`src/pcsq_pkg.sv`:
```
// Shared types, widths, constants and the scale table of the pitch CV scale quantizer.
package pcsq_pkg;

   // channel and field widths
   localparam int REQ_DATA_W  = 64;
   localparam int REQ_USER_W  = 4;
   localparam int RSP_DATA_W  = 24;
   localparam int CSR_INDEX_W = 2;
   localparam int CSR_DATA_W  = 10;
   localparam int LEVEL_W     = 20;
   localparam int PITCH_OUT_W = 21;
   localparam int NOTE_W      = 11;
   localparam int PULSE_W     = 10;
   localparam int SCALE_W     = 4;
   localparam int SEMI_W      = 4;

   // semitone index offset: 100 octaves below 0 V
   localparam int SEMI_OFFSET = 1200;
   localparam logic [NOTE_W-1:0] NOTE_MAX = '1;

   localparam logic [PULSE_W-1:0] PULSE_RESET = PULSE_W'(512);

   // idx / 12 for an 11-bit index: (idx * 2731) >> 15
   localparam int RECIP12       = 2731;
   localparam int RECIP12_SHIFT = 15;
   localparam int OCTAVE_W      = 8;

   localparam int NUM_SCALES     = 11;
   localparam int SEMIS_PER_OCT  = 12;

   typedef enum logic [CSR_INDEX_W-1:0] {
      CSR_SCALE_SELECT = 2'd0,
      CSR_USE_TRIGGER  = 2'd1,
      CSR_PULSE_LENGTH = 2'd2
   } csr_index_type;

   typedef logic [SEMI_W-1:0] scale_row_type [SEMIS_PER_OCT];

   // each row maps a semitone within the octave down to the nearest note of the scale
   localparam scale_row_type SCALE_ROM [NUM_SCALES] = '{
      '{4'd0, 4'd1, 4'd2, 4'd3, 4'd4, 4'd5, 4'd6, 4'd7, 4'd8, 4'd9, 4'd10, 4'd11}, // chromatic
      '{4'd0, 4'd0, 4'd2, 4'd2, 4'd4, 4'd4, 4'd6, 4'd6, 4'd8, 4'd8, 4'd10, 4'd10}, // whole tone
      '{4'd0, 4'd0, 4'd2, 4'd2, 4'd4, 4'd5, 4'd5, 4'd7, 4'd7, 4'd9, 4'd9, 4'd11},  // major
      '{4'd0, 4'd0, 4'd2, 4'd3, 4'd3, 4'd5, 4'd5, 4'd7, 4'd8, 4'd8, 4'd10, 4'd10}, // minor
      '{4'd0, 4'd0, 4'd0, 4'd0, 4'd4, 4'd4, 4'd4, 4'd7, 4'd7, 4'd7, 4'd7, 4'd7},   // major chord
      '{4'd0, 4'd0, 4'd0, 4'd3, 4'd3, 4'd3, 4'd3, 4'd7, 4'd7, 4'd7, 4'd7, 4'd7},   // minor chord
      '{4'd0, 4'd0, 4'd0, 4'd0, 4'd4, 4'd4, 4'd4, 4'd7, 4'd7, 4'd7, 4'd7, 4'd11},  // major 7
      '{4'd0, 4'd0, 4'd0, 4'd3, 4'd3, 4'd3, 4'd3, 4'd7, 4'd7, 4'd7, 4'd10, 4'd10}, // minor 7
      '{4'd0, 4'd0, 4'd0, 4'd0, 4'd4, 4'd4, 4'd4, 4'd7, 4'd7, 4'd9, 4'd9, 4'd9},   // major 6
      '{4'd0, 4'd0, 4'd0, 4'd3, 4'd3, 4'd3, 4'd3, 4'd7, 4'd7, 4'd9, 4'd9, 4'd9},   // minor 6
      '{4'd0, 4'd0, 4'd2, 4'd2, 4'd2, 4'd5, 4'd5, 4'd7, 4'd7, 4'd9, 4'd9, 4'd9}    // pentatonic
   };

   // rows past the table act as chromatic
   function automatic logic [SEMI_W-1:0] scale_step(input logic [SCALE_W-1:0] row,
                                                    input logic [SEMI_W-1:0]  semi);
      logic [SEMI_W-1:0] step;
      step = semi;
      if (row < SCALE_W'(NUM_SCALES) && semi < SEMI_W'(SEMIS_PER_OCT)) begin
         step = SCALE_ROM[row][semi];
      end
      return step;
   endfunction

endpackage

```
`src/pitch_cv_scale_quantizer.sv`:
```
// Top level of the per-voice 1V/octave pitch CV scale quantizer.
//
// Usage:
//   req channel: one beat per voice sample. req_tuser carries the voice index,
//   req_tdata the pitch, trigger level and transpose voltages in signed Q.FRAC_BITS.
//   rsp channel: one beat per request beat, in order, with the quantized and
//   transposed pitch and the new-note trigger flag.
//   csr channel: register index and data; always ready. Write it only while the
//   block holds no request beats.
// Path: an accepted beat passes the input register, stage 1, stage 2 and the
//   output register before it shows on rsp.
// Throughput: one beat per cycle unless rsp stalls. Per-voice state is read and
//   written in the same cycle of one stage, so same-voice beats may run back to back.
// Reset: empties the pipeline, clears every voice's held note, trigger arm and
//   pulse counter, and returns the registers to chromatic, free mode, 512.
// Stall: a held rsp beat stays put while earlier stages keep filling; the block
//   buffers up to four beats before req_tready drops.
module pitch_cv_scale_quantizer
   import pcsq_pkg::*;
#(
   parameter int VOICES    = 16,
   parameter int FRAC_BITS = 16
) (
   input  logic                   clock,
   input  logic                   reset,
   // request
   input  logic                   req_tvalid,
   output logic                   req_tready,
   input  logic [REQ_DATA_W-1:0]  req_tdata,   // pitch_in[19:0], trigger_in[39:20],
                                               // transpose_in[59:40], zero [63:60]
   input  logic [REQ_USER_W-1:0]  req_tuser,   // voice[3:0]
   // response
   output logic                   rsp_tvalid,
   input  logic                   rsp_tready,
   output logic [RSP_DATA_W-1:0]  rsp_tdata,   // pitch_out[20:0], trigger_out[21],
                                               // zero [23:22]
   // configuration
   input  logic                   csr_valid,
   output logic                   csr_ready,
   input  logic [CSR_INDEX_W-1:0] csr_index,
   input  logic [CSR_DATA_W-1:0]  csr_data
);

   // voice index width and datapath widths that follow from FRAC_BITS
   localparam int VW    = (VOICES > 1) ? $clog2(VOICES) : 1;
   localparam int PW    = LEVEL_W + 4;                    // level times 12
   localparam int TSW   = PW + 1 - FRAC_BITS;             // transpose in semitones
   localparam int NSW   = ((TSW > NOTE_W + 1) ? TSW : NOTE_W + 1) + 1;
   localparam int K     = FRAC_BITS - 2;                  // 2^F / 12 = 2^K / 3
   localparam int MAGW  = NSW + FRAC_BITS;
   localparam int RW    = 2 * NSW + 1;

   localparam logic [NSW:0]      RECIP3 = (NSW+1)'((2 ** (NSW + 1)) / 3 + 1);
   localparam logic [MAGW-1:0]   ROUND1 = MAGW'((2 ** K + 1) / 3);
   localparam logic [MAGW-1:0]   ROUND2 = MAGW'((2 ** (K + 1) + 1) / 3);
   localparam logic [MAGW-1:0]   POS_LIMIT = MAGW'(2 ** (PITCH_OUT_W - 1) - 1);
   localparam logic [MAGW-1:0]   NEG_LIMIT = MAGW'(2 ** (PITCH_OUT_W - 1));
   localparam logic signed [PW+1:0] HALF_VOLT = (PW+2)'(1) <<< (FRAC_BITS - 1);

   // ------------------------------------------------------------------
   // configuration registers
   // ------------------------------------------------------------------
   logic [SCALE_W-1:0] scale_ff, scale_in;
   logic               mode_ff,  mode_in;
   logic [PULSE_W-1:0] plen_ff,  plen_in;

   assign csr_ready = 1'b1;

   always_comb begin
      scale_in = scale_ff;
      mode_in  = mode_ff;
      plen_in  = plen_ff;
      if (csr_valid) begin
         unique case (csr_index_type'(csr_index))
            CSR_SCALE_SELECT: scale_in = csr_data[SCALE_W-1:0];
            CSR_USE_TRIGGER:  mode_in  = csr_data[0];
            CSR_PULSE_LENGTH: plen_in  = csr_data[PULSE_W-1:0];
            default:          ;  // index past the list: drop the write
         endcase
      end
   end

   always_ff @(posedge clock) begin
      if (reset) begin
         scale_ff <= '0;
         mode_ff  <= 1'b0;
         plen_ff  <= PULSE_RESET;
      end else begin
         scale_ff <= scale_in;
         mode_ff  <= mode_in;
         plen_ff  <= plen_in;
      end
   end

   // ------------------------------------------------------------------
   // pipeline flow: each stage loads when empty or when the next one moves
   // ------------------------------------------------------------------
   logic s0_valid_ff, s1_valid_ff, s2_valid_ff, out_valid_ff;
   logic out_load, s2_load, s1_load, s0_load;
   logic req_beat;

   assign out_load   = !out_valid_ff || rsp_tready;
   assign s2_load    = !s2_valid_ff  || out_load;
   assign s1_load    = !s1_valid_ff  || s2_load;
   assign s0_load    = !s0_valid_ff  || s1_load;
   assign req_tready = s0_load;
   assign req_beat   = req_tvalid && s0_load;

   always_ff @(posedge clock) begin
      if (reset) begin
         s0_valid_ff  <= 1'b0;
         s1_valid_ff  <= 1'b0;
         s2_valid_ff  <= 1'b0;
         out_valid_ff <= 1'b0;
      end else begin
         if (s0_load)  s0_valid_ff  <= req_tvalid;
         if (s1_load)  s1_valid_ff  <= s0_valid_ff;
         if (s2_load)  s2_valid_ff  <= s1_valid_ff;
         if (out_load) out_valid_ff <= s2_valid_ff;
      end
   end

   // ------------------------------------------------------------------
   // stage 0: input register
   // ------------------------------------------------------------------
   logic [REQ_USER_W-1:0]     s0_voice_ff;
   logic signed [LEVEL_W-1:0] s0_pitch_ff, s0_trig_ff, s0_trans_ff;

   always_ff @(posedge clock) begin
      if (req_beat) begin
         s0_voice_ff <= req_tuser;
         s0_pitch_ff <= req_tdata[LEVEL_W-1:0];
         s0_trig_ff  <= req_tdata[2*LEVEL_W-1:LEVEL_W];
         s0_trans_ff <= req_tdata[3*LEVEL_W-1:2*LEVEL_W];
      end
   end

   // ------------------------------------------------------------------
   // stage 0 -> 1: semitone index, transpose in semitones, trigger compares
   // ------------------------------------------------------------------
   logic signed [PW-1:0]   pitch_x12, pitch_semi, trans_x12, trans_floor, trans_semi;
   logic signed [PW:0]     idx_wide;
   logic [NOTE_W-1:0]      s1_idx_in;
   logic [VW-1:0]          s1_voice_in;
   logic signed [PW+1:0]   trig_wide;

   assign pitch_x12  = PW'(s0_pitch_ff) * PW'(12);
   assign pitch_semi = pitch_x12 >>> FRAC_BITS;              // floor
   assign idx_wide   = (PW+1)'(pitch_semi) + (PW+1)'(SEMI_OFFSET);

   // saturate the index to the note range
   always_comb begin
      if (idx_wide < 0) begin
         s1_idx_in = '0;
      end else if (idx_wide > (PW+1)'(NOTE_MAX)) begin
         s1_idx_in = NOTE_MAX;
      end else begin
         s1_idx_in = idx_wide[NOTE_W-1:0];
      end
   end

   // transpose truncates toward zero: bump the floor up for negative inexact values
   assign trans_x12   = PW'(s0_trans_ff) * PW'(12);
   assign trans_floor = trans_x12 >>> FRAC_BITS;
   assign trans_semi  = (trans_x12 < 0 && trans_x12[FRAC_BITS-1:0] != '0)
                        ? trans_floor + PW'(1) : trans_floor;

   // an out-of-range voice uses the last voice
   assign s1_voice_in = ({28'd0, s0_voice_ff} >= 32'(VOICES)) ? VW'(VOICES - 1)
                                                              : VW'(s0_voice_ff);
   assign trig_wide   = (PW+2)'(s0_trig_ff);

   logic [VW-1:0]          s1_voice_ff;
   logic [NOTE_W-1:0]      s1_idx_ff;
   logic signed [TSW-1:0]  s1_trans_ff;
   logic                   s1_above_ff, s1_below_ff;

   always_ff @(posedge clock) begin
      if (s1_load && s0_valid_ff) begin
         s1_voice_ff <= s1_voice_in;
         s1_idx_ff   <= s1_idx_in;
         s1_trans_ff <= TSW'(trans_semi);
         s1_above_ff <= trig_wide > HALF_VOLT;
         s1_below_ff <= trig_wide < HALF_VOLT;
      end
   end

   // ------------------------------------------------------------------
   // stage 1 -> 2: per-voice state, scale lookup, note sum
   // ------------------------------------------------------------------
   logic [NOTE_W-1:0]  held_ff  [VOICES];
   logic               armed_ff [VOICES];
   logic [PULSE_W-1:0] count_ff [VOICES];

   logic [NOTE_W-1:0]  held_rd,  held_in,  held_trig;
   logic               armed_rd, armed_in;
   logic [PULSE_W-1:0] count_rd, count_in, count_trig;
   logic               rise;
   logic [NOTE_W-1:0]  quant_src, quant_note;
   logic               tout_in;
   logic               state_write;

   function automatic logic [NOTE_W-1:0] quantize(input logic [SCALE_W-1:0] row,
                                                  input logic [NOTE_W-1:0]  idx);
      logic [NOTE_W+11:0]   prod;
      logic [OCTAVE_W-1:0]  octave;
      logic [NOTE_W-1:0]    base;
      logic [NOTE_W-1:0]    rem;
      prod   = (NOTE_W+12)'(idx) * (NOTE_W+12)'(RECIP12);
      octave = prod[RECIP12_SHIFT +: OCTAVE_W];
      base   = NOTE_W'(octave) * NOTE_W'(SEMIS_PER_OCT);
      rem    = idx - base;
      return base + NOTE_W'(scale_step(row, rem[SEMI_W-1:0]));
   endfunction

   assign held_rd  = held_ff[s1_voice_ff];
   assign armed_rd = armed_ff[s1_voice_ff];
   assign count_rd = count_ff[s1_voice_ff];

   // triggered mode: a rise above half a volt samples the raw index
   assign rise       = !armed_rd && s1_above_ff;
   assign held_trig  = rise ? s1_idx_ff : held_rd;
   assign count_trig = rise ? plen_ff   : count_rd;

   // one quantizer: raw index in free mode, held note in triggered mode
   assign quant_src  = mode_ff ? held_trig : s1_idx_ff;
   assign quant_note = quantize(scale_ff, quant_src);

   always_comb begin
      held_in  = held_rd;
      armed_in = armed_rd;
      count_in = count_rd;
      tout_in  = 1'b0;
      if (!mode_ff) begin
         if (held_rd != quant_note) begin
            held_in  = quant_note;
            count_in = plen_ff;
            tout_in  = 1'b1;
         end else if (count_rd != '0) begin
            count_in = count_rd - PULSE_W'(1);
            tout_in  = 1'b1;
         end
      end else begin
         held_in = held_trig;
         if (rise) begin
            armed_in = 1'b1;
         end else if (armed_rd && s1_below_ff) begin
            armed_in = 1'b0;
         end
         count_in = count_trig;
         if (count_trig != '0) begin
            count_in = count_trig - PULSE_W'(1);
            tout_in  = 1'b1;
         end
      end
   end

   assign state_write = s1_valid_ff && s2_load;

   always_ff @(posedge clock) begin
      if (reset) begin
         for (int v = 0; v < VOICES; v++) begin
            held_ff[v]  <= '0;
            armed_ff[v] <= 1'b0;
            count_ff[v] <= '0;
         end
      end else if (state_write) begin
         held_ff[s1_voice_ff]  <= held_in;
         armed_ff[s1_voice_ff] <= armed_in;
         count_ff[s1_voice_ff] <= count_in;
      end
   end

   logic signed [NSW-1:0] note_in;
   logic signed [NSW-1:0] s2_note_ff;
   logic                  s2_tout_ff;

   // in free mode the held note equals the quantized note after the update
   assign note_in = $signed(NSW'(quant_note)) + NSW'(s1_trans_ff) - NSW'(SEMI_OFFSET);

   always_ff @(posedge clock) begin
      if (state_write) begin
         s2_note_ff <= note_in;
         s2_tout_ff <= tout_in;
      end
   end

   // ------------------------------------------------------------------
   // stage 2 -> out: note * 2^F / 12, rounded to nearest, saturated
   // ------------------------------------------------------------------
   logic              note_neg;
   logic [NSW-1:0]    note_mag, third, rem3;
   logic [RW-1:0]     third_prod;
   logic [MAGW-1:0]   round_add, scaled;
   logic signed [PITCH_OUT_W-1:0] pitch_in_res;

   assign note_neg   = s2_note_ff[NSW-1];
   assign note_mag   = note_neg ? NSW'(-s2_note_ff) : NSW'(s2_note_ff);
   assign third_prod = RW'(note_mag) * RW'(RECIP3);
   assign third      = NSW'(third_prod >> (NSW + 1));
   assign rem3       = note_mag - NSW'(third * NSW'(3));

   // |note| = 3a + b, so |note| * 2^K / 3 rounds to a * 2^K + round(b * 2^K / 3)
   always_comb begin
      unique case (rem3[1:0])
         2'd1:    round_add = ROUND1;
         2'd2:    round_add = ROUND2;
         default: round_add = '0;
      endcase
   end

   assign scaled = (MAGW'(third) << K) + round_add;

   always_comb begin
      if (note_neg) begin
         if (scaled > NEG_LIMIT) begin
            pitch_in_res = $signed(PITCH_OUT_W'(NEG_LIMIT));
         end else begin
            pitch_in_res = -$signed(PITCH_OUT_W'(scaled));
         end
      end else begin
         if (scaled > POS_LIMIT) begin
            pitch_in_res = $signed(PITCH_OUT_W'(POS_LIMIT));
         end else begin
            pitch_in_res = $signed(PITCH_OUT_W'(scaled));
         end
      end
   end

   logic signed [PITCH_OUT_W-1:0] out_pitch_ff;
   logic                          out_tout_ff;

   always_ff @(posedge clock) begin
      if (out_load && s2_valid_ff) begin
         out_pitch_ff <= pitch_in_res;
         out_tout_ff  <= s2_tout_ff;
      end
   end

   assign rsp_tvalid = out_valid_ff;
   assign rsp_tdata  = {(RSP_DATA_W - PITCH_OUT_W - 1)'(0), out_tout_ff, out_pitch_ff};

endmodule

```
`config.mk`:
```
export PLATFORM = sky130hd
export DESIGN_NAME = pitch_cv_scale_quantizer
export DESIGN_NICKNAME = d
export VERILOG_FILES = /design/src/pcsq_pkg.sv /design/src/pitch_cv_scale_quantizer.sv
export SDC_FILE = /design/constraint.sdc
export NUM_CORES = 1
export LEC_CHECK = 0
export ABC_CLOCK_PERIOD_IN_PS = 33100
export BUFFER_PORTS_ARGS = -buffer_cell sky130_fd_sc_hd__buf_2
export CELL_PAD_IN_SITES_DETAIL_PLACEMENT = 1
export CELL_PAD_IN_SITES_GLOBAL_PLACEMENT = 1
export CORE_AREA = 2 2 370 189
export DETAILED_ROUTE_END_ITERATION = 7
export DIE_AREA = 0 0 372 191
export PLACE_DENSITY_LB_ADDON = 0.1
export SYNTH_ARGS = -nofsm -noshare
export SYNTH_HDL_FRONTEND = slang
export SYNTH_SLANG_ARGS = --single-unit
```
`constraint.sdc`:
```
create_clock -name clock -period 33.1 [get_ports clock]
set_clock_uncertainty 0.15 [all_clocks]
set_input_delay 3.31 -clock clock [delete_from_list [all_inputs] [get_ports clock]]
set_output_delay 3.31 -clock clock [all_outputs]
set_load 0.005 [all_outputs]
```
==> summary.txt <==
LOGIC SYNTHESIS
-------------------------------------------------------------------------------------
Synthesis-stage register bit count                                                488
Count of synthesis-stage warnings from yosys                                        0
Number of synthesized flops with an enable pin                                    465
Cell count after synthesis                                                       2496
Sequential area share after synthesis                                           0.478
Count of unique library cells instantiated by Yosys                                93
Post-synthesis async set-or-reset flop share                                        0
Syn Std Cell Area                                                         0.0302 mm^2
Predominant post-synthesis flop cell                                     sky130_fd_sc_hd__edfxtp_1
Mean instance size in the synthesized netlist                               12.1 um^2

SETUP PATH
-------------------------------------------------------------------------------------
Number of cells traversed by the worst register-to-register path                   37
Largest delay contributor family on the critical path                     adder cells
Critical Path Source Type                                                   flip-flop
Data required time of the worst path                                         33.27 ns
Critical path buffers and inverters                                                 7
CP max FO                                                                          40
Type of the worst setup path                                                  reg2reg
Data arrival at the endpoint of the critical path                            14.14 ns
Register-to-register setup slack                                             19.14 ns
Most frequent cell on the critical path                                  sky130_fd_sc_hd__inv_1
Capturing element type of the critical path                                 flip-flop
Delay of the slowest critical-path stage                                      1.05 ns
Cell at the slowest stage of the critical path                           sky130_fd_sc_hd__a221oi_2
Capturing point of the worst reg2reg path                                count_ff[4][0]

FINISH
-------------------------------------------------------------------------------------
Total area of multi-input combinational cells                             0.0143 mm^2
Synthesis-to-finish area growth                                                 9.98%
Area taken by flip-flops and latches                                      0.0144 mm^2
Most common library cell in the layout ignoring fill and taps            sky130_fd_sc_hd__edfxtp_1
Share of post-route cells with drive strength above 1                           0.155
Most frequent cells in the layout                                        465 x sky130_fd_sc_hd__edfxtp_1, 431 x sky130_fd_sc_hd__nor2_1, 271 x sky130_fd_sc_hd__ha_1, 237 x sky130_fd_sc_hd__inv_1, 107 x sky130_fd_sc_hd__mux4_2
Fillers                                                                          7060
Net count, final                                                                 3000

DRT
-------------------------------------------------------------------------------------
Count of TritonRoute iterations in the first routing pass                           5
DRC violation total after the first TritonRoute iteration                        1823
Antenna viol nets, final                                                            0
Average routed wire per standard cell                                         24.9 um
Vias per cell                                                                    5.77
Vias post-DR                                                                    20273
DRC violations left                                                                 0
Total detailed-routing wirelength                                            87600 um

TIMING
-------------------------------------------------------------------------------------
Transition time at the pin with the least slew margin                         1.33 ns
Relative slew slack                                                             0.110
Total count of max-transition violations in the final report                        0
Fin crit share                                                                  0.422
Final setup viols                                                                   0
Top achievable clock speed                                                 0.0716 GHz
Setup repair after global routing missed its margin                             false
Number of hold-slack violations in the final timing report                          0
Total negative setup slack                                                       0 ns
Period minus WS final                                                        13.96 ns
Worst setup slack after layout                                               19.14 ns

GRT
-------------------------------------------------------------------------------------
Maximum number of pins on one net before global-route repair                       58
Global-route wire length before repair                                      134000 um
Sum of overflow across all layers after global routing                              0
Most used routing layer                                                          met1
Met2 routing resource usage after global routing                                0.374
GRT met1 Usage                                                                  0.394
Antenna violations before repair                                                    2
Vias in the first global route                                                  21159
GRT Total Usage                                                                 0.253
Met3 Usage GRT                                                                 0.0406

CTS
-------------------------------------------------------------------------------------
Clock root buffer                                                        sky130_fd_sc_hd__clkbuf_16
CTS Hold Bufs                                                                       0
Latest clock arrival within the worst-skew pair                               0.62 ns
CTS tree                                                                        built
Resized Gates After CTS                                                             0
Clk sinks                                                                         488
Clock-pin slew of the registers on the worst-case setup and hold paths        0.06 ns
CTS H-tree lvls                                                                     2
Buffer depth of the longest clock path                                              3
# Post-CTS Setup Buffers                                                            0
Clock buffer count from CTS                                                        48

PLACED DESIGN
-------------------------------------------------------------------------------------
Placer's final routability congestion estimate                                  0.835
Worst slack at placement                                                     19.16 ns
Post-detailed-placement half-perimeter wirelength                            62000 um
Buffers added on ports                                                            104

FLOW RUN
-------------------------------------------------------------------------------------
Max-cap violation count                                                             0

FLOORPLANNING
-------------------------------------------------------------------------------------
DIE HEIGHT                                                                     191 um
Die Footprint                                                             0.0711 mm^2
Placeable Area                                                            0.0680 mm^2
Horizontal extent of the die                                                   372 um
Initial Util                                                                    0.444
Ports                                                                             112
Std cell rows                                                                      68

MIN PATH
-------------------------------------------------------------------------------------
Cell count of the worst hold path                                                   0
Tightest Hold Check Type                                                      reg2reg
Hold Crit Endpoint                                                        out_tout_ff
Hold path startpoint                                                       s2_tout_ff

STATUS
-------------------------------------------------------------------------------------
Result of the run                                                        finished clean

==> per-stage QoR <==
| step | cell area [um^2] | cells | hold WS, ns | util |
|---|---|---|---|---|
| finish | 33200 | 3514 | 0.302 | 0.488 |
| global route | 33200 | 3512 | 0.310 | 0.488 |
| CTS | 33200 | 3512 | 0.305 | 0.488 |
| detailed placement | 31600 | 3425 | 0.272 | 0.465 |
| global placement | 31600 | 3425 | 0.290 | 0.465 |
| floorplan | 30200 | 2497 | 0.250 | - |
==> registers in the layout (all words and copies together), names as in the netlist, 4 cells and up, named ones only <==
signal and count:
s0_pitch_ff 20, s0_trig_ff 20, s0_voice_ff 4, s1_trans_ff 9, scale_ff 4, plen_ff 10, s1_voice_ff 4, s1_idx_ff 9
s2_note_ff 13, armed_ff 16, count_ff 160, out_pitch_ff 10, held_ff 176, s0_trans_ff 20
==> cell type report <==
type | count | area share
multi-input combinational | 1647 | 0.432
sequential | 488 | 0.435
timing repair buffer | 141 | 0.0240
antenna | 2 | 0.000151
clock inverter | 28 | 0.0104
inverter | 239 | 0.0270
tap | 910 | 0.0343
clock buffer | 59 | 0.0374
==> cell families (layout without fill, tap and decap cells) <==
group,Yosys count,count (layout),share of synthesized area
xor gates and xnor gates,109,109,0.0342
adders and majority gates,350,350,0.165
AOI/OAI and AO/OA,290,290,0.0657
muxes,157,157,0.0976
other,2,5,0.000249
buffers and inverters,362,467,0.0487
DFF,488,488,0.478
and+or+nand+nor,738,738,0.111
==> cells in the mapped netlist (30+ instances only) <==
master | instances | share of area
sky130_fd_sc_hd__edfxtp_1 | 465 | 0.46
sky130_fd_sc_hd__nor2_1 | 431 | 0.054
sky130_fd_sc_hd__ha_1 | 271 | 0.11
sky130_fd_sc_hd__inv_1 | 237 | 0.029
sky130_fd_sc_hd__mux4_2 | 107 | 0.080
sky130_fd_sc_hd__a21oi_1 | 92 | 0.015
sky130_fd_sc_hd__nand2_1 | 92 | 0.011
sky130_fd_sc_hd__fa_1 | 79 | 0.052
sky130_fd_sc_hd__clkbuf_1 | 75 | 0.0093
sky130_fd_sc_hd__xnor2_1 | 73 | 0.021
sky130_fd_sc_hd__o21ai_0 | 40 | 0.0066
sky130_fd_sc_hd__nand3_1 | 36 | 0.0060
sky130_fd_sc_hd__mux2i_1 | 33 | 0.011
sky130_fd_sc_hd__xor2_1 | 30 | 0.0087
==> worst register-to-register path, delay by kind of cell (launching register included) <==
kind | cells | cell delay (ns)
buffers and inverters | 7 | 1.62
AND/OR/NAND/NOR | 10 | 2.06
XOR/XNOR | 1 | 0.53
adder cells (fa/ha/maj) | 7 | 3.10
multiplexers | 5 | 2.78
flip-flops | 1 | 0.57
AO/OA/AOI/OAI | 7 | 2.87
==> how the worst max path moves through the flow <==
stage	startpoint	to	slack, ns	cells past startpoint
after detailed placement	flip-flop	count_ff[15][0]	19.16	34
after global routing	flip-flop	count_ff[4][0]	18.13	37
final	flip-flop	count_ff[4][0]	19.14	37
after CTS	flip-flop	count_ff[15][0]	19.11	34
after global placement	flip-flop	count_ff[12][0]	19.41	34
after floorplan	flip-flop	count_ff[0][1]	21.24	43
==> metal layers <==
| layer | vias to the layer above | part of all wire |
|---|---|---|
| li1 | 9108 | - |
| met1 | 10539 | 0.49 |
| met2 | 540 | 0.43 |
| met3 | 86 | 0.067 |
| met4 | 0 | 0.013 |
| met5 | - | 0 |
Power is not shown: default switching activity piles up to over one toggle a cycle in this logic, so the estimate is an artifact.
